$ cat src/sv/fspa_pkg.sv
// ----------------------------------------------------------------------------
// fspa_pkg: shared types and constants of the fixed-slot pool allocator
// Widths, opcode and status codes, and the command/status bundles that
// join the controller and the datapath.
// ----------------------------------------------------------------------------
package fspa_pkg;

	// built capacity of the link memory
	localparam int CAPACITY = 1024;

	// field widths
	localparam int ADDR_W  = 48;
	localparam int SIZE_W  = 16;
	localparam int COUNT_W = 11;
	localparam int OP_W    = 2;
	localparam int STAT_W  = 2;
	localparam int IDX_W   = 2;

	// derived widths
	localparam int SLOT_W = (CAPACITY > 1) ? $clog2(CAPACITY) : 1;
	localparam int LINK_W = $clog2(CAPACITY + 1);
	localparam int LIM_W  = COUNT_W + SIZE_W;
	localparam int REM_W  = SIZE_W + SLOT_W;
	localparam int PROD_W = SLOT_W + SIZE_W;
	localparam int K_W    = $clog2(SLOT_W + 1);

	// null link marks the end of the free chain
	localparam logic [LINK_W-1:0] NULL_LINK = LINK_W'(CAPACITY);

	// register reset values
	localparam logic [ADDR_W-1:0]  BASE_RST  = '0;
	localparam logic [SIZE_W-1:0]  SIZE_RST  = SIZE_W'(64);
	localparam logic [COUNT_W-1:0] COUNT_RST = COUNT_W'(1024);
	localparam logic [COUNT_W-1:0] N_RST     =
		(32'(COUNT_RST) < 32'(CAPACITY)) ? COUNT_RST : COUNT_W'(CAPACITY);

	// register indexes
	localparam logic [IDX_W-1:0] REG_POOL_BASE  = 2'd0;
	localparam logic [IDX_W-1:0] REG_SLOT_SIZE  = 2'd1;
	localparam logic [IDX_W-1:0] REG_SLOT_COUNT = 2'd2;

	// opcodes
	localparam logic [OP_W-1:0] OP_ALLOC   = 2'd0;
	localparam logic [OP_W-1:0] OP_FREE    = 2'd1;
	localparam logic [OP_W-1:0] OP_REBUILD = 2'd2;

	// status codes
	localparam logic [STAT_W-1:0] ST_OK    = 2'd0;
	localparam logic [STAT_W-1:0] ST_EMPTY = 2'd1;
	localparam logic [STAT_W-1:0] ST_BAD   = 2'd2;

	// controller -> datapath commands
	typedef struct packed {
		logic              capture;
		logic              sweep_start;
		logic              sweep_step;
		logic              alloc_rd;
		logic              alloc_wb;
		logic              free_prep;
		logic              free_init;
		logic              div_step;
		logic              link_null;
		logic              free_rd;
		logic              free_w1;
		logic              free_w2;
		logic              res_set;
		logic [STAT_W-1:0] res_status;
		logic              out_load;
	} cmd_t;

	// datapath -> controller status
	typedef struct packed {
		logic head_null;
		logic sweep_last;
		logic free_bad;
		logic div_last;
		logic rem_nz;
		logic out_busy;
	} sts_t;

endpackage

$ cat src/sv/fspa_ctrl.sv
// ----------------------------------------------------------------------------
// fspa_ctrl: sequencing of the pool allocator
// Walks each operation through its datapath steps, runs the chain sweep
// after reset and on rebuild, and hands the result to the output register.
// ----------------------------------------------------------------------------
module fspa_ctrl (
	input  logic                       clk,
	input  logic                       arst_n,
	input  logic                       in_valid,
	output logic                       in_ready,
	input  logic [fspa_pkg::OP_W-1:0]  opcode,
	input  fspa_pkg::sts_t             sts,
	output fspa_pkg::cmd_t             cmd
);

	localparam logic [3:0] S_INIT    = 4'd0;
	localparam logic [3:0] S_IDLE    = 4'd1;
	localparam logic [3:0] S_REBUILD = 4'd2;
	localparam logic [3:0] S_A_RD    = 4'd3;
	localparam logic [3:0] S_A_WB    = 4'd4;
	localparam logic [3:0] S_F_SUB   = 4'd5;
	localparam logic [3:0] S_F_INIT  = 4'd6;
	localparam logic [3:0] S_F_DIV   = 4'd7;
	localparam logic [3:0] S_F_CHK   = 4'd8;
	localparam logic [3:0] S_F_W1    = 4'd9;
	localparam logic [3:0] S_F_W2    = 4'd10;
	localparam logic [3:0] S_DONE    = 4'd11;

	logic [3:0] state_q;
	logic [3:0] state_d;

	assign in_ready = (state_q == S_IDLE);

	// next state and commands
	always_comb begin
		state_d = state_q;
		cmd     = '0;
		unique case (state_q)
			S_INIT: begin
				cmd.sweep_step = 1'b1;
				if (sts.sweep_last) state_d = S_IDLE;
			end
			S_IDLE: begin
				if (in_valid) begin
					cmd.capture = 1'b1;
					case (opcode)
						fspa_pkg::OP_ALLOC: state_d = S_A_RD;
						fspa_pkg::OP_FREE:  state_d = S_F_SUB;
						fspa_pkg::OP_REBUILD: begin
							cmd.sweep_start = 1'b1;
							cmd.res_set     = 1'b1;
							cmd.res_status  = fspa_pkg::ST_OK;
							state_d         = S_REBUILD;
						end
						default: begin
							cmd.res_set    = 1'b1;
							cmd.res_status = fspa_pkg::ST_OK;
							state_d        = S_DONE;
						end
					endcase
				end
			end
			S_REBUILD: begin
				cmd.sweep_step = 1'b1;
				if (sts.sweep_last) state_d = S_DONE;
			end
			S_A_RD: begin
				if (sts.head_null) begin
					cmd.res_set    = 1'b1;
					cmd.res_status = fspa_pkg::ST_EMPTY;
					state_d        = S_DONE;
				end else begin
					cmd.alloc_rd = 1'b1;
					state_d      = S_A_WB;
				end
			end
			S_A_WB: begin
				cmd.alloc_wb = 1'b1;
				state_d      = S_DONE;
			end
			S_F_SUB: begin
				cmd.free_prep = 1'b1;
				state_d       = S_F_INIT;
			end
			S_F_INIT: begin
				cmd.free_init = 1'b1;
				state_d       = S_F_DIV;
			end
			S_F_DIV: begin
				if (sts.free_bad) begin
					cmd.res_set    = 1'b1;
					cmd.res_status = fspa_pkg::ST_BAD;
					state_d        = S_DONE;
				end else begin
					cmd.div_step = 1'b1;
					if (sts.div_last) state_d = S_F_CHK;
				end
			end
			S_F_CHK: begin
				cmd.res_set = 1'b1;
				if (sts.rem_nz) begin
					cmd.res_status = fspa_pkg::ST_BAD;
					state_d        = S_DONE;
				end else if (sts.head_null) begin
					cmd.res_status = fspa_pkg::ST_OK;
					cmd.link_null  = 1'b1;
					state_d        = S_DONE;
				end else begin
					cmd.res_status = fspa_pkg::ST_OK;
					cmd.free_rd    = 1'b1;
					state_d        = S_F_W1;
				end
			end
			S_F_W1: begin
				cmd.free_w1 = 1'b1;
				state_d     = S_F_W2;
			end
			S_F_W2: begin
				cmd.free_w2 = 1'b1;
				state_d     = S_DONE;
			end
			S_DONE: begin
				if (!sts.out_busy) begin
					cmd.out_load = 1'b1;
					state_d      = S_IDLE;
				end
			end
			default: state_d = S_IDLE;
		endcase
	end

	// state register
	always_ff @(posedge clk or negedge arst_n) begin
		if (!arst_n) begin
			state_q <= S_INIT;
		end else begin
			state_q <= state_d;
		end
	end

endmodule

$ cat config.mk
export PLATFORM = sky130hd
export DESIGN_NAME = fspa_ctrl
export DESIGN_NICKNAME = d
export VERILOG_FILES = /design/src/sv/fspa_pkg.sv /design/src/sv/fspa_ctrl.sv
export SDC_FILE = /design/constraint.sdc
export NUM_CORES = 1
export LEC_CHECK = 0
export BUFFER_PORTS_ARGS = -buffer_cell sky130_fd_sc_hd__clkbuf_2
export CAP_MARGIN = 5
export CORE_AREA = 3 3 40 42
export DETAILED_ROUTE_END_ITERATION = 16
export DIE_AREA = 0 0 43 45
export PLACE_DENSITY = 0.79
export SKIP_CTS_REPAIR_TIMING = 1
export SLEW_MARGIN = 20
export SYNTH_ARGS = -nofsm -noshare
export SYNTH_HDL_FRONTEND = slang
export SYNTH_SLANG_ARGS = --single-unit
$ cat constraint.sdc
create_clock -name clk -period 3.4 [get_ports clk]
set_input_delay 0.51 -clock clk [delete_from_list [all_inputs] [get_ports clk]]
set_output_delay 0.51 -clock clk [all_outputs]
set_load 0.005 [all_outputs]
# After elaboration in Yosys (flattened, before gate mapping)
# Cells that the tools add are included.
dict set report classes {
  eq_ne 18
  mux 35
  n_reduce_logical 6
}
# cell count
set op_table {}
lappend op_table {{case mux 4 bit (11 select lines)} 1}
lappend op_table {{2-to-1 mux 4 bit} 8}
lappend op_table {{equality test 4 x 3 -> 1 bit (second input constant)} 4}
lappend op_table {{equality test 4 bit (second input constant)} 4}
lappend op_table {{2-to-1 mux 1 bit} 14}
lappend op_table {{2-to-1 mux 2 bit} 6}
lappend op_table {{2-to-1 mux 3 bit} 4}
lappend op_table {{case mux 3 bit (4 select lines)} 1}
lappend op_table {{case mux 4 bit (3 select lines)} 1}
lappend op_table {{equality test 4 x 2 -> 1 bit (second input constant)} 2}
lappend op_table {{!= test 2 bit (second input constant)} 4}
lappend op_table {{OR reduction 2 bit} 3}
lappend op_table {{AND reduction 5 bit} 1}
lappend op_table {{equality test 4 x 1 -> 1 bit (second input constant)} 1}
lappend op_table {{logical NOT 4 bit} 1}
lappend op_table {{!= test 3 bit (second input constant)} 1}
lappend op_table {{equality test 2 x 1 -> 1 bit (second input constant)} 1}
lappend op_table {{equality test 2 bit (second input constant)} 1}
lappend op_table {{logical NOT 2 bit} 1}
dict set report totals {
  ff_bits 4
  inputBits 11
  out_inout_bits 17
  word_cells 60
}

# Longest topological paths before layout
# Gate-level depths: netlist (run 1).
dict set report logic_depth {
  depth_word 5
  mapped_depth 6
  mapped_depth_nobuf 4
}

# Least setup slack after synthesis (run 1)
# OpenSTA, ideal clock, no wires.
dict set report synth_timing {
  path_type {reg2out}
  from {register state_q[1]}
  to {output cmd[14] (netlist bit)}
  arrival_time_ns 1.223
  required_ns 2.890
  setup_slack_ns 1.667
  path_stages_with_launch 6
  n_path_buf 1
  path_cell_list {dfrtp_1 -> buf_2 -> nand2b_1 -> nor4b_2 -> nand2_1 -> nor2_1}
}
# item line_no
set synth_lines {}
lappend synth_lines {{from (decl)} fspa_ctrl.sv:29} ;# logic [3:0] state_q;
lappend synth_lines {{from (signal assigned)} fspa_ctrl.sv:137} ;# state_q <= state_d;
lappend synth_lines {{to (decl)} fspa_ctrl.sv:13} ;# output fspa_pkg::cmd_t cmd

==> results of run 1 <==
cell families (layout without fill, tap and decap cells):
kind of cell / count (synthesis) / in the layout / synth area share, %
simple gates: 43 / 43 / 42.3
compound gates: 22 / 22 / 26.0
buf+inv: 13 / 35 / 12.7
flops: 4 / 4 / 16.1
xor+xnor: 1 / 1 / 1.41
mux: 1 / 1 / 1.61
critical path: stages, from the launching register on:
cell      delay (ps)
dfrtp_1          650
nand2_1          350
o311ai_0         390
clkbuf_2         180
layer usage:
metal,vias up,part of all wire (%)
li1,358,-
met1,324,41
met2,28,52
met3,4,5.0
met4,0,1.9
met5,-,0
cell usage after synthesis (2+ instances only):
| master | instances | area, sq um |
|---|---|---|
| dfrtp_1 | 4 | 100 |
| buf_2 | 3 | 15.0 |
| nand2b_1 | 2 | 12.5 |
| nor2_1 | 9 | 33.8 |
| nand2_1 | 7 | 26.3 |
| nand4_1 | 2 | 12.5 |
| nor3b_1 | 3 | 22.5 |
| buf_6 | 3 | 33.8 |
| inv_1 | 4 | 15.0 |
| o21ai_0 | 6 | 30.0 |
| nor3_1 | 7 | 35.0 |
how the worst max path moves through the flow:
stage	to	slack, ps
global route	cmd[3]	860
finish	cmd[3]	1070
detailed placement	cmd[3]	1320
CTS	cmd[3]	1070
floorplan	cmd[14]	1670
global placement	cmd[3]	1370
power breakdown:
part / internal, mW / total [mW] / switching, mW
logic: 0.177 / 0.360 / 0.183
registers: 0.0687 / 0.164 / 0.0958
clock network: 0.0397 / 0.0618 / 0.0222
metrics by stage:
stage | cell area, sq um | total power [mW] | cells | hold WS, ps
detailed placement | 716 | 0.523 | 118 | 321
global route | 738 | 0.642 | 121 | 69.5
floorplan | 622 | 0.460 | 84 | 214
CTS | 738 | 0.585 | 121 | 68.4
finish | 738 | 0.587 | 121 | 66.2
global placement | 716 | 0.519 | 118 | 316
layout make-up:
class	count	area [sq um]
clock buffers	3	22.5
fillers	119	547
flip-flops and latches	4	100
multi-input cells	67	443
well taps	15	18.8
repair buffers	27	135
inverters	5	18.8
==> impl_summary.log, run 1 <==
[metrics] result of the run: finished clean
[metrics] register bit total from synthesis: 4
[metrics] layer with the highest usage after global routing: met2
[metrics] startpoint kind of the worst setup timing path: register
[metrics] global-route met2 utilization: 31.7%
[metrics] total overflow reported by the global router: 0
[metrics] setup violation total in the final timing report: 0
[metrics] clk slew on worst S/H paths: 40 ps
[metrics] insertion delay of the later-clocked pin in the worst-skew pair: 240 ps
[metrics] layout-stage area growth over the synthesis result: 18.7%
[metrics] Final Critical Period: 2330 ps
[metrics] endpoint of the most critical register-to-register path: state_q[0]$_DFFE_PN0P_
[metrics] maximum fanout encountered on the critical timing path: 18
[metrics] pin count of the biggest net entering global routing: 19
[metrics] count of pins over their slew limit: 0
[metrics] reg-to-reg slack, setup: 1660 ps
[metrics] worst slew pin tran: 565 ps
[metrics] number of antenna violations at the first check in global routing: 0
[metrics] number of DRC violations after detailed routing: 0
[metrics] Initial DRT Pass Iterations: 4
[metrics] Detailed Place HPWL: 1.22 mm
[metrics] least setup slack across all paths after layout: 1070 ps
[metrics] clock tree from TritonCTS: built
[metrics] # H-tree levels: 1
[metrics] number of global-route vias before repair: 649
[metrics] Routed Antenna Nets: 0
[metrics] mean cell area of the mapped netlist: 7.40 sq um
[metrics] nets@finish: 119
[metrics] number of buffers added by the clock tree synthesis step: 3
[metrics] DRT Wirelength: 1.64 mm
[metrics] async set-reset flop share out of synthesis: 100%
[metrics] share of post-route cells with drive strength above 1: 34.0%
[metrics] worst relative slew slack: 62.3%
[metrics] share of the core filled with cells in the final layout: 57.4%
[metrics] Worst EP arrival: 1820 ps
[metrics] combined global-route utilization of all metal layers: 18.4%
[metrics] most frequent cells in the layout: clkbuf_2 (27), nor2_1 (9), nand2_1 (7), nor3_1 (7), o21ai_0 (6)
[metrics] Netlist Area Pre-Place: 622 sq um
[metrics] Die X: 43 um
[metrics] leak pwr: 0.333 nW
[metrics] yosys synthesis warning count: 0
[metrics] via density per instance: 5.90
[metrics] number of cell instances on the worst register-to-register path: 4
[metrics] data required time at the worst endpoint: 2890 ps
[metrics] routed wirelength normalized by instance count: 13.5 um
[metrics] total power density per cell area: 795 mW/mm^2
[metrics] RSZ-0062 raised after global routing: false
[metrics] leading register cell type out of synthesis: dfrtp_1
[metrics] diode count: 0
[metrics] Largest Register: state_q
[metrics] Final Hold Violating Endpoints: 0
[metrics] post-placement setup slack: 1320 ps
[metrics] DR vias: 714
[metrics] weighted congestion at the end of routability-driven global placement: 0.843
[metrics] first-pass GRT wire length: 2.77 mm
[metrics] maximum achievable frequency: 429 MHz
[metrics] launch point of the worst reg-to-reg path: state_q[3]$_DFFE_PN0P_
[metrics] unique cell type count in the Yosys netlist: 45
[metrics] CTS Root Buffer Type: clkbuf_4
[metrics] crit path capture type: output pin
[metrics] Total Negative Setup Slacks: 0 ps
[metrics] critical path class: register to output pin
[metrics] number of port buffers: 27
[metrics] flip-flop count of the largest register after layout: 4
[metrics] CP Launch Point: state_q[0]$_DFFE_PN0P_
[metrics] Post-Synthesis Net Count: 95
[metrics] count of max-cap constraint violations: 0
[metrics] most common cell after layout, fill and taps aside: clkbuf_2
[metrics] share of synthesized area occupied by flip-flops and latches: 16.1%
[metrics] Die Footprint: 0.00194 sq mm
[metrics] effective utilization at floorplan: 48.4%
[metrics] Ports: 28
[metrics] maximum number of buffers from clock root to sink: 2
[metrics] Site Rows: 13
[metrics] synthesized instance count: 84
[metrics] final period utilization: 68.5%
[metrics] Core Footprint: 0.00128 sq mm
[metrics] largest registers: state_q: 4 flops
[metrics] Die Y: 45 um
[metrics] Post-synth EDFFs: 0
[metrics] drt first-iter violations: 18
[metrics] Post-Route Skew: 5.27 ps
[metrics] grt met3 use: 2.79%
[metrics] met1 usage: 22.9%
[metrics] worst hold path type: input port to asynchronous set/reset pin
[metrics] worst ir drop on vdd: 0.000342 V
[metrics] clock net sink count: 4
Note: power is estimated with default switching activity, not from simulation.
==> run 2: changes to the inputs <==
- CORE_AREA: 3 3 40 42 -> not set
- CORE_ASPECT_RATIO: not set -> 1.1
- CORE_MARGIN: not set -> 3
- CORE_UTILIZATION: not set -> 41
- DIE_AREA: 0 0 43 45 -> not set
- PLACE_DENSITY: 0.79 -> 0.74
- clock period: 3.4 -> 2 ns (I/O delays scaled with it)
==> impl_summary.log, run 2 (same netlist as run 1, synthesis figures left out) <==
[metrics] most frequent cells in the layout: clkbuf_2 (27), nor2_1 (9), nand2_1 (7), nor3_1 (7), o21ai_0 (6)
[metrics] number of cell instances on the worst register-to-register path: 4 (unchanged)
[metrics] first-pass GRT wire length: 2.83 mm (+2.0%)
[metrics] Routed Antenna Nets: 0 (unchanged)
[metrics] RSZ-0062 raised after global routing: false
[metrics] maximum number of buffers from clock root to sink: 2 (unchanged)
[metrics] reg-to-reg slack, setup: 380 ps (-1280 ps)
[metrics] worst hold path type: input port to register
[metrics] leak pwr: 0.360 nW (+8.2%)
[metrics] combined global-route utilization of all metal layers: 18.6% (+0.20 points)
[metrics] final period utilization: 94.4%
[metrics] diode count: 0 (unchanged)
[metrics] Total Power Consumption: 1.08 mW (+84%)
[metrics] cell depth of the worst min-delay path: 3
[metrics] startpoint kind of the worst setup timing path: register
[metrics] Die X: 43.1 um (+0.30%)
[metrics] worst relative slew slack: 63.2% (+0.86 points)
[metrics] met1 usage: 22.6% (-0.30 points)
[metrics] Final Hold Violating Endpoints: 0 (unchanged)
[metrics] result of the run: finished clean
[metrics] number of antenna violations at the first check in global routing: 0 (unchanged)
[metrics] flip-flop count of the largest register after layout: 4 (unchanged)
[metrics] pin count of the biggest net entering global routing: 19 (unchanged)
[metrics] least setup slack across all paths after layout: 113 ps (-959 ps)
[metrics] clk slew on worst S/H paths: 40 ps (about the same)
[metrics] crit path capture type: output pin
[metrics] Die Y: 46.8 um (+4.1%)
[metrics] Worst EP arrival: 1590 ps (-230 ps)
[metrics] clock tree from TritonCTS: built
[metrics] final cell area excluding filler cells: 788 sq um (+6.8%)
[metrics] count of pins over their slew limit: 0 (unchanged)
[metrics] Site Rows: 14 (+1)
[metrics] via density per instance: 5.66 (-4.1%)
[metrics] grt met3 use: 6.90% (+4.1 points)
[metrics] instance area at placement: 754 sq um (+5.4%)
[metrics] CTS Root Buffer Type: clkbuf_4
[metrics] global-route met2 utilization: 30.7% (-1.1 points)
[metrics] total power density per cell area: 1370 mW/mm^2 (+72%)
[metrics] DR vias: 724 (+1.4%)
[metrics] share of post-route cells with drive strength above 1: 37.5% (+3.5 points)
[metrics] Initial DRT Pass Iterations: 4 (unchanged)
[metrics] most common cell after layout, fill and taps aside: clkbuf_2
[metrics] weighted congestion at the end of routability-driven global placement: 0.832 (-1.2%)
[metrics] Final Critical Period: 1890 ps
[metrics] number of global-route vias before repair: 641 (-1.2%)
[metrics] critical path class: register to output pin
[metrics] DRT Wirelength: 1.75 mm (+6.9%)
[metrics] routed wirelength normalized by instance count: 13.7 um (+1.1%)
[metrics] insertion delay of the later-clocked pin in the worst-skew pair: 240 ps (about the same)
[metrics] worst ir drop on vdd: 0.000674 V (+97%)
[metrics] launch point of the worst reg-to-reg path: state_q[3]$_DFFE_PN0P_
[metrics] nets@finish: 125 (+5.0%)
[metrics] number of port buffers: 27 (unchanged)
[metrics] maximum achievable frequency: 530 MHz
[metrics] capturing instance or port of the critical path: cmd[3]
[metrics] Largest Register: state_q
[metrics] # H-tree levels: 1 (unchanged)
[metrics] setup violation total in the final timing report: 0 (unchanged)
[metrics] endpoint of the most critical register-to-register path: state_q[3]$_DFFE_PN0P_
[metrics] CP Launch Point: state_q[3]$_DFFE_PN0P_
[metrics] count of max-cap constraint violations: 0 (unchanged)
[metrics] number of buffers added by the clock tree synthesis step: 3 (unchanged)
[metrics] layer with the highest usage after global routing: met2
[metrics] layout-stage area growth over the synthesis result: 26.8%
[metrics] worst slew pin tran: 552 ps (-12.9 ps)
[metrics] Detailed Place HPWL: 1.31 mm (+6.7%)
[metrics] post-placement setup slack: 362 ps (-960 ps)
[metrics] Worst Hold Margin: 289 ps (+223 ps)
[metrics] Post-Route Skew: 3.43 ps (-1.84 ps)
[metrics] maximum fanout encountered on the critical timing path: 18 (unchanged)
[metrics] data required time at the worst endpoint: 1700 ps (-1190 ps)
[metrics] Ports: 28 (unchanged)
[metrics] effective utilization at floorplan: 44.4% (-4.0 points)
[metrics] drt first-iter violations: 16 (-2)
[metrics] total overflow reported by the global router: 0 (unchanged)
[metrics] Die Footprint: 0.00202 sq mm (+4.4%)
[metrics] largest registers: state_q: 4 flops
[metrics] Core Footprint: 0.00140 sq mm (+9.1%)
[metrics] clock net sink count: 4 (unchanged)
[metrics] number of DRC violations after detailed routing: 0 (unchanged)
[metrics] Total Negative Setup Slacks: 0 ps (unchanged)
run 2: worst min path at each step:
stage	slack [ps]	start	endpoint
2_1_floorplan	4	arst_n	state_q[0]$_DFFE_PN0P_
3_3_place_gp	110	arst_n	state_q[0]$_DFFE_PN0P_
3_5_place_dp	110	arst_n	state_q[1]$_DFFE_PN0P_
4_1_cts	-140	arst_n	state_q[1]$_DFFE_PN0P_
5_1_grt	280	sts[4]	state_q[0]$_DFFE_PN0P_
6_report	290	sts[4]	state_q[0]$_DFFE_PN0P_
run 2: worst max-delay path: stages, from the launching register on:
cell	delay [ps]
dfrtp_1	570
nor4b_2	410
nand2_1	100
o311ai_0	90
clkbuf_2	180
run 2: per-stage QoR:
step                std cells  util (%)
floorplan                  84         -
global placement          124      53.8
detailed placement        124      53.8
CTS                       127      55.4
global route              128      56.3
finish                    128      56.3
run 2: area by class of cell:
type | instances | area (sq um)
inverter | 5 | 18.8
clock buffer | 3 | 22.5
sequential | 4 | 101
fill | 143 | 613
tap | 16 | 20.0
multi-input combinational | 67 | 443
timing repair buffer | 33 | 183
run 2: report_power, final:
| part | internal (mW) | total [mW] | switching [mW] | leakage, nW |
|---|---|---|---|---|
| combinational | 0.357 | 0.773 | 0.416 | 0.297 |
| sequential | 0.121 | 0.205 | 0.0842 | 0.0494 |
| clock | 0.0672 | 0.102 | 0.0349 | 0.0138 |
| total | 0.545 | 1.08 | 0.535 | 0.360 |
run 2: metal layers:
metal	up-vias	share of wire [%]
li1	371	-
met4	0	0
met3	0	4.8
met5	-	0
met1	328	42
met2	25	53
==> run 3: changes to the inputs <==
- CELL_PAD_IN_SITES_DETAIL_PLACEMENT: not set -> 0
- CELL_PAD_IN_SITES_GLOBAL_PLACEMENT: not set -> 1
- CORE_UTILIZATION: 41 -> 28
- PLACE_DENSITY: 0.74 -> not set
- PLACE_DENSITY_LB_ADDON: not set -> 0.1
==> impl_summary.log, run 3 (same netlist as run 1, synthesis figures left out) <==
[metrics] launch point of the worst reg-to-reg path: state_q[3]$_DFFE_PN0P_
[metrics] number of DRC violations after detailed routing: 0 (unchanged)
[metrics] effective utilization at floorplan: 30.1% (-14 points)
[metrics] routed wirelength normalized by instance count: 13.7 um (-0.10%)
[metrics] Largest Register: state_q
[metrics] # H-tree levels: 1 (unchanged)
[metrics] via density per instance: 5.13 (-9.3%)
[metrics] Die X: 50.9 um (+18%)
[metrics] share of post-route cells with drive strength above 1: 37.5% (unchanged)
[metrics] Worst EP arrival: 1550 ps (-40 ps)
[metrics] diode count: 0 (unchanged)
[metrics] most common cell after layout, fill and taps aside: clkbuf_2
[metrics] Die Y: 55.4 um (+18%)
[metrics] flip-flop count of the largest register after layout: 4 (unchanged)
[metrics] number of buffers added by the clock tree synthesis step: 3 (unchanged)
[metrics] largest registers: state_q: 4 flops
[metrics] Routed Antenna Nets: 0 (unchanged)
[metrics] Total Power Consumption: 1.09 mW (+1.3%)
[metrics] most frequent cells in the layout: clkbuf_2 (27), nor2_1 (9), nand2_1 (7), nor3_1 (7), o21ai_0 (6)
[metrics] weighted congestion at the end of routability-driven global placement: 0.805 (-3.2%)
[metrics] setup violation total in the final timing report: 0 (unchanged)
[metrics] DRT Wirelength: 1.91 mm (+9.3%)
[metrics] Total Negative Setup Slacks: 0 ps (unchanged)
[metrics] crit path capture type: output pin
[metrics] final period utilization: 92.3% (-2.0 points)
[metrics] Initial DRT Pass Iterations: 4 (unchanged)
[metrics] count of pins over their slew limit: 0 (unchanged)
[metrics] layout-stage area growth over the synthesis result: 29.2%
[metrics] Final Critical Period: 1850 ps (-40.9 ps)
[metrics] Detailed Place HPWL: 1.50 mm (+15%)
[metrics] critical path class: register to output pin
[metrics] Core Footprint: 0.00206 sq mm (+47%)
[metrics] CP Launch Point: state_q[3]$_DFFE_PN0P_
[metrics] total power density per cell area: 1360 mW/mm^2 (-0.60%)
[metrics] maximum fanout encountered on the critical timing path: 18 (unchanged)
[metrics] Post-Route Skew: 1.28 ps (-2.15 ps)
[metrics] post-placement setup slack: 306 ps (-56.6 ps)
[metrics] clock tree from TritonCTS: built
[metrics] Site Rows: 17 (+3)
[metrics] DR vias: 718 (-0.83%)
[metrics] cell count after placement: 136 (+9.7%)
[metrics] count of max-cap constraint violations: 0 (unchanged)
[metrics] post-route non-filler standard cell count: 140 (+9.4%)
[metrics] first-pass GRT wire length: 3.13 mm (+11%)
[metrics] Worst Hold Launch: sts[4]
[metrics] least setup slack across all paths after layout: 153 ps (+40.9 ps)
[metrics] data required time at the worst endpoint: 1700 ps (about the same)
[metrics] combined global-route utilization of all metal layers: 13.8% (-4.8 points)
[metrics] CTS Root Buffer Type: clkbuf_4
[metrics] filler cell count in the final layout: 230 (+61%)
[metrics] leak pwr: 0.359 nW (-0.39%)
[metrics] number of port buffers: 27 (unchanged)
[metrics] maximum achievable frequency: 542 MHz (+2.2%)
[metrics] maximum number of buffers from clock root to sink: 2 (unchanged)
[metrics] number of global-route vias before repair: 688 (+7.3%)
[metrics] nets@finish: 125 (unchanged)
[metrics] Die Footprint: 0.00282 sq mm (+40%)
[metrics] worst slew pin tran: 533 ps (-18.8 ps)
[metrics] result of the run: finished clean
[metrics] drt first-iter violations: 16 (unchanged)
[metrics] RSZ-0062 raised after global routing: false
[metrics] total overflow reported by the global router: 0 (unchanged)
[metrics] insertion delay of the later-clocked pin in the worst-skew pair: 230 ps (about the same)
[metrics] pin count of the biggest net entering global routing: 19 (unchanged)
[metrics] clk slew on worst S/H paths: 40 ps (about the same)
[metrics] clock net sink count: 4 (unchanged)
[metrics] worst hold path type: input port to register
[metrics] Ports: 28 (unchanged)
[metrics] worst relative slew slack: 64.5% (+1.3 points)
[metrics] worst ir drop on vdd: 0.000683 V (+1.3%)
[metrics] number of antenna violations at the first check in global routing: 0 (unchanged)
[metrics] Final Hold Violating Endpoints: 0 (unchanged)
[metrics] startpoint kind of the worst setup timing path: register
-- run 3: routing by layer --
layer	global-route usage [%]	wire length, um	vias up
met5	0	0	-
met4	5.38	0	0
met3	2.43	76	0
met2	22.7	942	14
met1	17.6	892	337
li1	-	-	367
-- run 3: stage by stage --
step           area (sq um)  utilization, %  hold WS (ps)
4_1_cts                 792            38.4          -136
3_5_place_dp            769            37.3           107
6_report                803            38.9           297
3_3_place_gp            769            37.3           107
2_1_floorplan           622               -          4.41
5_1_grt                 803            38.9           307
-- run 3: layout make-up --
class                           instances  area [sq um]  area share, %
Clock buffer                            3          22.5           2.80
Inverter                                5          18.8           2.34
Multi-Input combinational cell         67           443           55.1
Sequential cell                         4           101           12.6
Tap cell                               28          35.0           4.36
Timing Repair Buffer                   33           183           22.7
-- run 3: path summary, 6_finish.rpt --
path,end,slack (ps),depth (start not counted)
worst min-delay path,state_q[0]$_DFFE_PN0P_,300,3
worst max register to register,state_q[3]$_DFFE_PN0P_,370,4
min in group asynchronous,state_q[1]$_DFFE_PN0P_,410,2
max in group asynchronous,state_q[2]$_DFFE_PN0P_,1460,2
worst max-delay path,cmd[3],150,4
worst min register to register,state_q[0]$_DFFE_PN0P_,810,2
-- run 3: where the power goes --
part | internal, mW | leakage (nW) | total, mW | switching [mW]
clock network | 0.0669 | 0.0138 | 0.0958 | 0.0289
registers | 0.120 | 0.0487 | 0.231 | 0.111
logic | 0.362 | 0.296 | 0.767 | 0.405
total | 0.549 | 0.359 | 1.09 | 0.545
-- run 3: worst max-delay path: stages (launching register included) --
cell	delay, ps
dfrtp_1	560
nor4b_2	390
nand2_1	100
o311ai_0	90
clkbuf_2	170
